--- src/rtl/core/cpid_pkg.sv ---
// ----------------------------------------------------------------------------
// cpid_pkg
// shared types, register indexes and fixed-point helpers of the cascade pid
// ----------------------------------------------------------------------------
package cpid_pkg;

   localparam int AccW = 48;   // wide accumulator of the inner and outer sums
   localparam int ErrW = 28;   // inner error width
   localparam int IntW = 18;   // integral width
   localparam int NumW = 33;   // derivative numerator magnitude width

   localparam logic [2:0] REG_OUTER_KP     = 3'd0;
   localparam logic [2:0] REG_OUTER_KI     = 3'd1;
   localparam logic [2:0] REG_INNER_KP     = 3'd2;
   localparam logic [2:0] REG_INNER_KI     = 3'd3;
   localparam logic [2:0] REG_INNER_KD     = 3'd4;
   localparam logic [2:0] REG_OUTPUT_LIMIT = 3'd5;

   localparam logic signed [ErrW-1:0] OuterSep   = 28'sd1600;
   localparam logic signed [ErrW-1:0] InnerSep   = 28'sd6400;
   localparam logic signed [ErrW:0]   OuterClamp = 29'sd48000;
   localparam logic signed [ErrW:0]   InnerClamp = 29'sd24000;

   typedef struct packed {
      logic busy;
      logic done;
   } cpid_stat_type;

   // integral separation followed by the symmetric clamp
   function automatic logic signed [IntW-1:0] separate(
      input logic signed [IntW-1:0] integ,
      input logic signed [ErrW-1:0] err,
      input logic signed [ErrW-1:0] sep,
      input logic signed [ErrW:0]   lim
   );
      logic signed [ErrW-1:0] mag;
      logic signed [ErrW:0]   t;
      mag = err[ErrW-1] ? -err : err;
      if (mag < sep) begin
         t = ErrW'(integ) + err;
      end else begin
         t = '0;
      end
      if (t > lim) begin
         t = lim;
      end else if (t < -lim) begin
         t = -lim;
      end
      return IntW'(t);
   endfunction

endpackage

--- src/rtl/core/cascade_pid_pitch_dual_integral.sv ---
// ----------------------------------------------------------------------------
// cascade_pid_pitch_dual_integral
// outer pi position loop feeding an inner pid rate loop for one gimbal axis
// ----------------------------------------------------------------------------
// usage:
//   req_ carries one sample (position, goal, rate, elapsed ticks) per item;
//   rsp_ returns one drive command per sample, in order.
//   csr_ writes gains and the output limit; write only while the block idles.
// sequencing:
//   one sample at a time. five products go through one bit-serial multiplier;
//   a nonzero tick count adds a restoring divide. a new sample is accepted
//   only after the result of the previous one is loaded into the output
//   register.
// reset:
//   gains and limit return to their defaults, both integrals and the stored
//   rate clear, no result is pending.
// stall:
//   the result sits in an output register; the next item is accepted while
//   it waits, and its own result holds until the register is free.
// ----------------------------------------------------------------------------
module cascade_pid_pitch_dual_integral (
   input  logic        clock,
   input  logic        reset,
   input  logic        req_tvalid,
   output logic        req_tready,
   // position_now, position_goal, rate_now, elapsed_ticks
   input  logic [63:0] req_tdata,
   output logic        rsp_tvalid,
   input  logic        rsp_tready,
   // drive_value
   output logic [15:0] rsp_tdata,
   input  logic        csr_we,
   input  logic [2:0]  csr_addr,
   input  logic [15:0] csr_wdata
);

   typedef enum logic [9:0] {
      ST_IDLE    = 10'b0000000001,
      ST_OUTER   = 10'b0000000010,
      ST_MUL_OKP = 10'b0000000100,
      ST_MUL_OKI = 10'b0000001000,
      ST_INNER   = 10'b0000010000,
      ST_MUL_IKP = 10'b0000100000,
      ST_MUL_IKI = 10'b0001000000,
      ST_MUL_IKD = 10'b0010000000,
      ST_DIV     = 10'b0100000000,
      ST_OUT     = 10'b1000000000
   } state_type;

   localparam int AccW = cpid_pkg::AccW;
   localparam int ErrW = cpid_pkg::ErrW;
   localparam int IntW = cpid_pkg::IntW;
   localparam int NumW = cpid_pkg::NumW;

   state_type state_ff, state_in;

   logic signed [15:0] okp_ff, oki_ff, ikp_ff, iki_ff, ikd_ff;
   logic [14:0]        lim_ff;

   logic signed [15:0] pnow_ff, pnow_in, pgoal_ff, pgoal_in, rate_ff, rate_in;
   logic [15:0]        ticks_ff, ticks_in;
   logic signed [IntW-1:0] oint_ff, oint_in, iint_ff, iint_in;
   logic signed [15:0] prev_ff, prev_in;
   logic signed [AccW-1:0] sum_ff, sum_in;
   logic               dneg_ff, dneg_in;
   logic               rvalid_ff, rvalid_in;
   logic signed [15:0] rdata_ff, rdata_in;

   logic                   mstart;
   logic signed [AccW-1:0] ma, mprod, pmag, qext, rt_full, drv_full, lim_ext;
   logic signed [15:0]     mb;
   cpid_pkg::cpid_stat_type mstat, dstat;
   logic                   dstart;
   logic [NumW-1:0]        quot;
   logic signed [ErrW-1:0] erro;

   cpid_smul u_mul (
      .clock (clock), .reset (reset), .start (mstart),
      .mcand (ma), .mplier (mb), .prod (mprod), .stat (mstat)
   );

   cpid_sdiv u_div (
      .clock (clock), .reset (reset), .start (dstart),
      .num (pmag[NumW-1:0]), .den (ticks_ff), .quot (quot), .stat (dstat)
   );

   assign req_tready = (state_ff == ST_IDLE);
   assign erro = ErrW'(pgoal_ff) - ErrW'(pnow_ff);
   assign pmag = mprod[AccW-1] ? -mprod : mprod;
   assign qext = dneg_ff ? -AccW'($signed({1'b0, quot})) : AccW'($signed({1'b0, quot}));
   assign rt_full  = (sum_ff + AccW'(128)) >>> 8;
   assign drv_full = (sum_ff + AccW'(2048)) >>> 12;
   assign lim_ext  = AccW'($signed({1'b0, lim_ff}));

   always_comb begin
      state_in  = state_ff;
      pnow_in   = pnow_ff;
      pgoal_in  = pgoal_ff;
      rate_in   = rate_ff;
      ticks_in  = ticks_ff;
      oint_in   = oint_ff;
      iint_in   = iint_ff;
      prev_in   = prev_ff;
      sum_in    = sum_ff;
      dneg_in   = dneg_ff;
      rvalid_in = rvalid_ff && !rsp_tready;
      rdata_in  = rdata_ff;
      mstart    = 1'b0;
      ma        = '0;
      mb        = '0;
      dstart    = 1'b0;
      case (state_ff)
         ST_IDLE: begin
            if (req_tvalid) begin
               pnow_in  = req_tdata[15:0];
               pgoal_in = req_tdata[31:16];
               rate_in  = req_tdata[47:32];
               ticks_in = req_tdata[63:48];
               state_in = ST_OUTER;
            end
         end
         ST_OUTER: begin
            oint_in  = cpid_pkg::separate(oint_ff, erro, cpid_pkg::OuterSep,
                                          cpid_pkg::OuterClamp);
            sum_in   = '0;
            mstart   = 1'b1;
            ma       = AccW'(erro);
            mb       = okp_ff;
            state_in = ST_MUL_OKP;
         end
         ST_MUL_OKP: begin
            if (mstat.done) begin
               sum_in   = sum_ff + mprod;
               mstart   = 1'b1;
               ma       = AccW'(oint_ff);
               mb       = oki_ff;
               state_in = ST_MUL_OKI;
            end
         end
         ST_MUL_OKI: begin
            if (mstat.done) begin
               sum_in   = sum_ff + mprod;
               state_in = ST_INNER;
            end
         end
         ST_INNER: begin
            // rate target rounded to q12.4, then the inner error
            iint_in  = cpid_pkg::separate(iint_ff, ErrW'(rt_full) - ErrW'(rate_ff),
                                          cpid_pkg::InnerSep, cpid_pkg::InnerClamp);
            sum_in   = '0;
            mstart   = 1'b1;
            ma       = AccW'(ErrW'(rt_full) - ErrW'(rate_ff));
            mb       = ikp_ff;
            state_in = ST_MUL_IKP;
         end
         ST_MUL_IKP: begin
            if (mstat.done) begin
               sum_in   = sum_ff + mprod;
               mstart   = 1'b1;
               ma       = AccW'(iint_ff);
               mb       = iki_ff;
               state_in = ST_MUL_IKI;
            end
         end
         ST_MUL_IKI: begin
            if (mstat.done) begin
               sum_in   = sum_ff + mprod;
               mstart   = 1'b1;
               ma       = AccW'(prev_ff) - AccW'(rate_ff);
               mb       = ikd_ff;
               prev_in  = rate_ff;
               state_in = ST_MUL_IKD;
            end
         end
         ST_MUL_IKD: begin
            if (mstat.done) begin
               if (ticks_ff == '0) begin
                  state_in = ST_OUT;
               end else begin
                  dstart   = 1'b1;
                  dneg_in  = mprod[AccW-1];
                  state_in = ST_DIV;
               end
            end
         end
         ST_DIV: begin
            if (dstat.done) begin
               sum_in   = sum_ff + qext;
               state_in = ST_OUT;
            end
         end
         ST_OUT: begin
            if (!rvalid_ff || rsp_tready) begin
               if (drv_full > lim_ext) begin
                  rdata_in = 16'(lim_ff);
               end else if (drv_full < -lim_ext) begin
                  rdata_in = -16'(lim_ff);
               end else begin
                  rdata_in = drv_full[15:0];
               end
               rvalid_in = 1'b1;
               state_in  = ST_IDLE;
            end
         end
         default: begin
            state_in = ST_IDLE;
         end
      endcase
   end

   always_ff @(posedge clock) begin
      pnow_in_reg: begin
         pnow_ff  <= pnow_in;
         pgoal_ff <= pgoal_in;
         rate_ff  <= rate_in;
         ticks_ff <= ticks_in;
         sum_ff   <= sum_in;
         dneg_ff  <= dneg_in;
         rdata_ff <= rdata_in;
      end
      if (reset) begin
         state_ff  <= ST_IDLE;
         rvalid_ff <= 1'b0;
         oint_ff   <= '0;
         iint_ff   <= '0;
         prev_ff   <= '0;
         okp_ff    <= -16'sd3840;
         oki_ff    <= -16'sd102;
         ikp_ff    <= -16'sd1664;
         iki_ff    <= '0;
         ikd_ff    <= '0;
         lim_ff    <= 15'd3000;
      end else begin
         state_ff  <= state_in;
         rvalid_ff <= rvalid_in;
         oint_ff   <= oint_in;
         iint_ff   <= iint_in;
         prev_ff   <= prev_in;
         if (csr_we) begin
            case (csr_addr)
               cpid_pkg::REG_OUTER_KP:     okp_ff <= csr_wdata;
               cpid_pkg::REG_OUTER_KI:     oki_ff <= csr_wdata;
               cpid_pkg::REG_INNER_KP:     ikp_ff <= csr_wdata;
               cpid_pkg::REG_INNER_KI:     iki_ff <= csr_wdata;
               cpid_pkg::REG_INNER_KD:     ikd_ff <= csr_wdata;
               cpid_pkg::REG_OUTPUT_LIMIT: lim_ff <= csr_wdata[14:0];
               default: begin
               end
            endcase
         end
      end
   end

   assign rsp_tvalid = rvalid_ff;
   assign rsp_tdata  = rdata_ff;

   // the multiplier is never restarted while a product is in flight
   a_mul_free: assert property (@(posedge clock) disable iff (reset)
      mstart |-> !mstat.busy) else $error("multiplier restarted while busy");

   // the divider only runs while the sequencer waits on it
   a_div_state: assert property (@(posedge clock) disable iff (reset)
      dstat.busy |-> (state_ff == ST_DIV)) else $error("divider busy outside divide");

   // a pending drive stays within the configured limit
   a_drive_lim: assert property (@(posedge clock) disable iff (reset)
      rvalid_ff |-> ($signed(rdata_ff) <= $signed({1'b0, lim_ff}) &&
                     $signed(rdata_ff) >= -$signed({1'b0, lim_ff})))
      else $error("drive outside limit");

   // integrals stay inside their clamps
   a_int_clamp: assert property (@(posedge clock) disable iff (reset)
      (oint_ff <= 18'sd48000 && oint_ff >= -18'sd48000 &&
       iint_ff <= 18'sd24000 && iint_ff >= -18'sd24000))
      else $error("integral outside clamp");

endmodule

--- src/rtl/core/cpid_smul.sv ---
// ----------------------------------------------------------------------------
// cpid_smul
// bit-serial signed multiplier, one multiplier bit per cycle
// ----------------------------------------------------------------------------
module cpid_smul (
   input  logic                               clock,
   input  logic                               reset,
   input  logic                               start,
   input  logic signed [cpid_pkg::AccW-1:0]   mcand,
   input  logic signed [15:0]                 mplier,
   output logic signed [cpid_pkg::AccW-1:0]   prod,
   output cpid_pkg::cpid_stat_type            stat
);

   logic signed [cpid_pkg::AccW-1:0] mcand_ff, mcand_in, acc_ff, acc_in;
   logic [15:0] mplier_ff, mplier_in;
   logic [3:0]  cnt_ff, cnt_in;
   logic        busy_ff, busy_in, done_ff, done_in;

   always_comb begin
      mcand_in  = mcand_ff;
      mplier_in = mplier_ff;
      acc_in    = acc_ff;
      cnt_in    = cnt_ff;
      busy_in   = busy_ff;
      done_in   = 1'b0;
      if (start) begin
         mcand_in  = mcand;
         mplier_in = mplier;
         acc_in    = '0;
         cnt_in    = '0;
         busy_in   = 1'b1;
      end else if (busy_ff) begin
         // the top bit of the multiplier carries negative weight
         if (mplier_ff[0]) begin
            acc_in = (cnt_ff == 4'd15) ? acc_ff - mcand_ff : acc_ff + mcand_ff;
         end
         mcand_in  = mcand_ff <<< 1;
         mplier_in = {1'b0, mplier_ff[15:1]};
         cnt_in    = cnt_ff + 4'd1;
         if (cnt_ff == 4'd15) begin
            busy_in = 1'b0;
            done_in = 1'b1;
         end
      end
   end

   always_ff @(posedge clock) begin
      mcand_ff  <= mcand_in;
      mplier_ff <= mplier_in;
      acc_ff    <= acc_in;
      cnt_ff    <= cnt_in;
      if (reset) begin
         busy_ff <= 1'b0;
         done_ff <= 1'b0;
      end else begin
         busy_ff <= busy_in;
         done_ff <= done_in;
      end
   end

   assign prod      = acc_ff;
   assign stat.busy = busy_ff;
   assign stat.done = done_ff;

endmodule

--- src/rtl/core/cpid_sdiv.sv ---
// ----------------------------------------------------------------------------
// cpid_sdiv
// restoring unsigned divider, one quotient bit per cycle
// ----------------------------------------------------------------------------
module cpid_sdiv (
   input  logic                          clock,
   input  logic                          reset,
   input  logic                          start,
   input  logic [cpid_pkg::NumW-1:0]     num,
   input  logic [15:0]                   den,
   output logic [cpid_pkg::NumW-1:0]     quot,
   output cpid_pkg::cpid_stat_type       stat
);

   logic [cpid_pkg::NumW-1:0] quo_ff, quo_in;
   logic [15:0] rem_ff, rem_in, den_ff, den_in;
   logic [16:0] shifted;
   logic [5:0]  cnt_ff, cnt_in;
   logic        busy_ff, busy_in, done_ff, done_in;

   always_comb begin
      quo_in  = quo_ff;
      rem_in  = rem_ff;
      den_in  = den_ff;
      cnt_in  = cnt_ff;
      busy_in = busy_ff;
      done_in = 1'b0;
      shifted = {rem_ff, quo_ff[cpid_pkg::NumW-1]};
      if (start) begin
         quo_in  = num;
         rem_in  = '0;
         den_in  = den;
         cnt_in  = '0;
         busy_in = 1'b1;
      end else if (busy_ff) begin
         if (shifted >= {1'b0, den_ff}) begin
            rem_in = 16'(shifted - {1'b0, den_ff});
            quo_in = {quo_ff[cpid_pkg::NumW-2:0], 1'b1};
         end else begin
            rem_in = shifted[15:0];
            quo_in = {quo_ff[cpid_pkg::NumW-2:0], 1'b0};
         end
         cnt_in = cnt_ff + 6'd1;
         if (cnt_ff == 6'(cpid_pkg::NumW - 1)) begin
            busy_in = 1'b0;
            done_in = 1'b1;
         end
      end
   end

   always_ff @(posedge clock) begin
      quo_ff <= quo_in;
      rem_ff <= rem_in;
      den_ff <= den_in;
      cnt_ff <= cnt_in;
      if (reset) begin
         busy_ff <= 1'b0;
         done_ff <= 1'b0;
      end else begin
         busy_ff <= busy_in;
         done_ff <= done_in;
      end
   end

   assign quot      = quo_ff;
   assign stat.busy = busy_ff;
   assign stat.done = done_ff;

endmodule

--- config.mk ---
export PLATFORM = sky130hd
export DESIGN_NAME = cascade_pid_pitch_dual_integral
export DESIGN_NICKNAME = d
export VERILOG_FILES = /design/src/rtl/core/cpid_pkg.sv /design/src/rtl/core/cascade_pid_pitch_dual_integral.sv /design/src/rtl/core/cpid_smul.sv /design/src/rtl/core/cpid_sdiv.sv
export SDC_FILE = /design/constraint.sdc
export NUM_CORES = 2
export LEC_CHECK = 0
export BUFFER_PORTS_ARGS = -buffer_cell sky130_fd_sc_hd__buf_4
export CAP_MARGIN = 40
export CORE_MARGIN = 2
export CORE_UTILIZATION = 58
export CTS_CLUSTER_SIZE = 28
export DETAILED_ROUTE_END_ITERATION = 10
export GPL_TIMING_DRIVEN = 0
export PLACE_DENSITY = 0.78
export SLEW_MARGIN = 5
export SYNTH_ARGS = -nofsm -noshare
export SYNTH_HDL_FRONTEND = slang
export SYNTH_HIERARCHICAL = 1
export SYNTH_SLANG_ARGS = --single-unit
--- constraint.sdc ---
create_clock -name clock -period 6.3 [get_ports clock]
set_input_delay 0.315 -clock clock [delete_from_list [all_inputs] [get_ports clock]]
set_output_delay 0.315 -clock clock [all_outputs]
set_load 0.01 [all_outputs]
### Yosys cells after proc, flatten, opt, wreduce, memory -nomap -nowiden

Index checks and enable logic that the tools add are counted.
Widths: inputs -> output; s select.

* word-level logic and storage cells: 176
* register bits after elaboration: 478

* reduce and logical (&&, ||, !) cells: 27
* mux-type cells: 59
* add/sub/neg operators: 21
* bitwise logic cells: 3
* eq/ne operators: 26
* $lt $le $gt $ge: 9

Operators by type and width (number)
* $mux 48: 9
* $pmux 48 s5: 1
* $add 48x48->48: 3
* $pmux 48 s3: 1
* $mux 29: 4
* $mux 16: 7
* $pmux 10 s10: 1
* $mux 33: 3
* $mux 10: 9
* $pmux 16 s5: 1
* $mux 18: 4
* $mux 28: 2
* $add 48x13->48 const B: 1
* $lt 36x48->1: 1
* $neg 15->48: 1
* $neg 33->48: 1
* $sub 48x48->48: 1
* $add 36x9->36 const B: 1
* $gt 36x16->1: 1
* $sub 16x16->17: 2
* $neg 33->33: 1
* $add 18x28->29: 1
* $gt 29x16->1 const B: 1
* $gt 29x17->1 const B: 1
* 48 further kinds: 87

### Depth between registers and ports, before layout

* depth after elaboration: 10
* mapped depth: 31
* mapped depth without buffers: 28

### Cells and area by module

The synthesis kept the hierarchy.

Modules (own cells, without submodules)
* cascade_pid_pitch_dual_integral: cells each 3043, area an instance 24494.7 um^2, instances 1, sequential area each 7036.7 um^2
* cpid_smul: cells each 902, area an instance 8260.4 um^2, instances 1, sequential area each 3002.9 um^2
* cpid_sdiv: cells each 338, area an instance 3851.2 um^2, instances 1, sequential area each 1951.9 um^2

### Worst setup path before layout

OpenSTA, ideal clock, no wires.

* path kind: register to register
* from: register sum_ff[11]
* to: register iint_ff[14]
* arrival: 6.304 ns
* library setup time: 0.119 ns
* cell stages (with the launch flop): 31
* clock period less this slack: 6.423 ns
* data required time: 6.181 ns
* setup slack: -0.123 ns
* cells stage by stage: edfxtp_1 > ha_1 > nand3_1 > nor4_1 > and4_1 > clkbuf_1 > nand2_1 > xnor2_1 > ha_1 > clkbuf_1 > a21oi_1 > o21a_1 > o211ai_1 > o21ai_0 > o31ai_1 > a21oi_1 > xor2_1 > inv_1 > ha_1 > a21oi_1 > o2111ai_1 > a211o_1 > nand3_1 > o21ai_0 > a2111o_1 > or4_1 > or2_2 > and2_0 > clkbuf_1 > a211oi_1 > o21ai_1

* longest elaborated chain between the ends: 10

Ends and longest elaborated chain
* from (decl): line cascade_pid_pitch_dual_integral.sv:64 `logic signed [AccW-1:0] sum_ff, sum_in;`
* from (signal assigned): line cascade_pid_pitch_dual_integral.sv:217 `sum_ff <= sum_in;`
* $add 36x9->36 *: line cascade_pid_pitch_dual_integral.sv:91 `assign rt_full = (sum_ff + AccW'(128)) >>> 8;`
* $sub 28x16->28 *: line cascade_pid_pitch_dual_integral.sv:148 `iint_in = cpid_pkg::separate(iint_ff, ErrW'(rt_full) - ErrW'(rate_ff),`
* $neg 28->28: line cpid_pkg.sv:38 `mag = err[ErrW-1] ? -err : err;`
* $mux 28: line cpid_pkg.sv:38
* $lt 28x14->1: line cpid_pkg.sv:39 `if (mag < sep) begin`
* $mux 29 *: line cpid_pkg.sv:39
* $mux 29 *: line cascade_pid_pitch_dual_integral.sv:112 `case (state_ff)`
* $lt 29x16->1: line cpid_pkg.sv:46 `end else if (t < -lim) begin`
* $mux 18: line cpid_pkg.sv:46
* $mux 18 *: line cpid_pkg.sv:44 `if (t > lim) begin`
* to (signal assigned): line cascade_pid_pitch_dual_integral.sv:237 `iint_ff <= iint_in;`
* to (decl): line cascade_pid_pitch_dual_integral.sv:62 `logic signed [IntW-1:0] oint_ff, oint_in, iint_ff, iint_in;`

Mark *: on every way between the ends. The rest lies on a longest branch, timed or not. The select of a mux whose other input is x is not followed.
A chain may end at the register's enable or synchronous reset.

### Worst setup path in the final report

* from: register sum_ff[17]
* to: register iint_ff[1]

The elaborated chain is that of the path after synthesis.

==> flow_metrics.tcl <==
set metrics [dict create \
    place_inst 5246 \
    crit_buf_inv 3 \
    drt_iter0_markers 4200 \
    clk_pin_slew_ns 0.06 \
    max_slew_margin 0.315 \
    synth_area_um2 36600 \
    slowest_delay_ns 0.48 \
    rows 92 \
    violations "negative setup slack" \
    nNetsFinal 4994 \
    critPathTopFamily "simple AND/OR/NAND/NOR gates" \
    num_vias 35472 \
    cts_tree "built" \
    worstPathArrival_ns 7.10 \
    n_fill_cell 4861 \
    numCtsBuffers 55 \
    die_y_um 255 \
    drive_gt1_frac 0.143 \
    viasPerCell 6.44 \
    place.gp.congestion 1.04 \
    clock_sinks 478 \
    critPathCaptureType "flop" \
    overflow 0 \
    place_area_um2 38700 \
    h-tree-depth 2 \
    finalHoldViolCount 0 \
    start_util 0.583 \
    port_buffers 105 \
    reg2reg_slack_ns -0.26 \
    wl_per_cell_um 21.6 \
    core_um2 62700 \
    cellPowerDensity_nw_per_um2 327 \
    maxSlewViolCount 0 \
    cap_violations 0 \
    die_x_um 255 \
    grt.total_usage 0.349 \
    layout_min_cycle_time_ns 6.56 \
    grt_pass1_wl_um 179000 \
    worstSetupStartpointType "flop" \
    worstPathRequired_ns 6.85 \
    antenna_found_initial 3 \
    synth_warnings 6 \
    cp_slowest_cell "or4_4" \
    ir_worst_vdd_mv 0.271 \
    fmax_ghz 0.153 \
    hold_ws_ns 0.0595 \
    status "complete, but fails checks" \
    clkLatencyLatePin_ns 0.63 \
    io_pins 106 \
    worst_pin_slew_ns 1.03 \
    min_path_type "in -> reg" \
    avgSynthCellArea_um2 8.55 \
    root_buffer "clkbuf_16" \
    syn2layout_area_growth_pct 17.6 \
    drc 0 \
    fin_ws_ns -0.255 \
    antenna_left 0 \
    grt_max_degree 49 \
    syn_inst 4281 \
    final_core_util 0.686 \
    stdcell_count 5504 \
    wl_um 119000 \
    grt_setup_unrepaired "true" \
    drt_first_pass_iters 10 \
    dp_hpwl_um 86800 \
    path_class "reg -> reg" \
    grt_pass1_vias 32528 \
    final_cell_area_um2 43000 \
    period_share 1.04 \
    die-area_um2 65100 \
    skew_ns 0.0196 \
    leakage_nw 17.6 \
    synth_nets 4665 \
    crit_path_max_fanout 7 \
    cts_buffer_depth 3 \
    setup_viol 15 \
]
## final timing paths
check	start	endpoint	cells past startpoint
max reg2reg	sum_ff[17]	iint_ff[1]	26
min	csr_wdata[11]	ikd_ff[11]	3
max	sum_ff[17]	iint_ff[1]	26
min reg2reg	ticks_ff[12]	u_div/den_ff[12]	0
## layout make-up
| type | instances | area (µm²) | share of cell area |
|---|---|---|---|
| Inverter | 166 | 626 | 0.0145 |
| Timing Repair Buffer | 285 | 2470 | 0.0573 |
| Clock buffer | 63 | 1420 | 0.0329 |
| Tap cell | 846 | 1060 | 0.0246 |
| Clock inverter | 40 | 465 | 0.0108 |
| Buffer | 159 | 678 | 0.0158 |
| Antenna cell | 2 | 5.00 | 0.000116 |
| Multi-Input combinational cell | 3465 | 24300 | 0.565 |
| Sequential cell | 478 | 12000 | 0.279 |
## power breakdown
group	total, mW	internal, mW	switching (mW)
sequential	4.18	3.65	0.531
clock	3.40	1.99	1.41
combinational	6.50	2.65	3.84
total	14.1	8.30	5.78
## flip-flops by register name, summed over array words and instances (netlist names), 18 cells and up
name            cells
u_div/quot         33
u_mul/mcand_ff     48
iint_ff            18
sum_ff             48
u_mul/prod         48
oint_ff            18
## timing repair
item	in CTS	in global routing
hold buffers	78	0
pin swaps	47	46
hold endpoints to repair	135	0
buffers inserted	59	29
endpoints found under the setup margin	38	43
resized for setup	155	80
## per-layer routing
layer / wire, µm / vias up / global-route usage
met3: 12000 / 394 / 0.0696
met5: 12 / - / 0
met2: 53300 / 1924 / 0.565
li1: - / 16475 / -
met1: 46500 / 16677 / 0.446
met4: 6860 / 2 / 0.173
## tightest hold or removal path, cell delays in order
cell	delay (ns)
buf_4	0.19
nand2_1	0.08
a21oi_1	0.05
## cells in the final DEF (no fill, tap or decap), drive strengths merged, types with 24 or more instances in the layout
cell type and instances:
nand2 600, a21oi 346, ha 288, nor2 273
o21ai 246, edfxtp 242, dfxtp 236, buf 235
clkbuf 192, xnor2 182, inv 169, xor2 158
nand3 136, a21o 123, mux2 106, nor3 80
dlygate4sd3 78, nand4 54, o31ai 51, nand2b 47
and3 45, and2 45, o21a 42, nor4 42
nor2b 39, a211oi 38, a31oi 35, o211ai 34
or4 31, or3 27, a222oi 26, o21bai 26
mux2i 24
## per-stage QoR
step	TNS [ns]	power (mW)	setup slack (ns)
2_1_floorplan	0	8.42	0.0441
3_3_place_gp	-52.97	9.85	-1.61
3_5_place_dp	-30.08	9.96	-1.41
4_1_cts	-0.000854	13.7	-0.000854
5_1_grt	-6.20	14.8	-0.495
6_report	-2.17	14.1	-0.255
(Power assumes the default switching activity.)
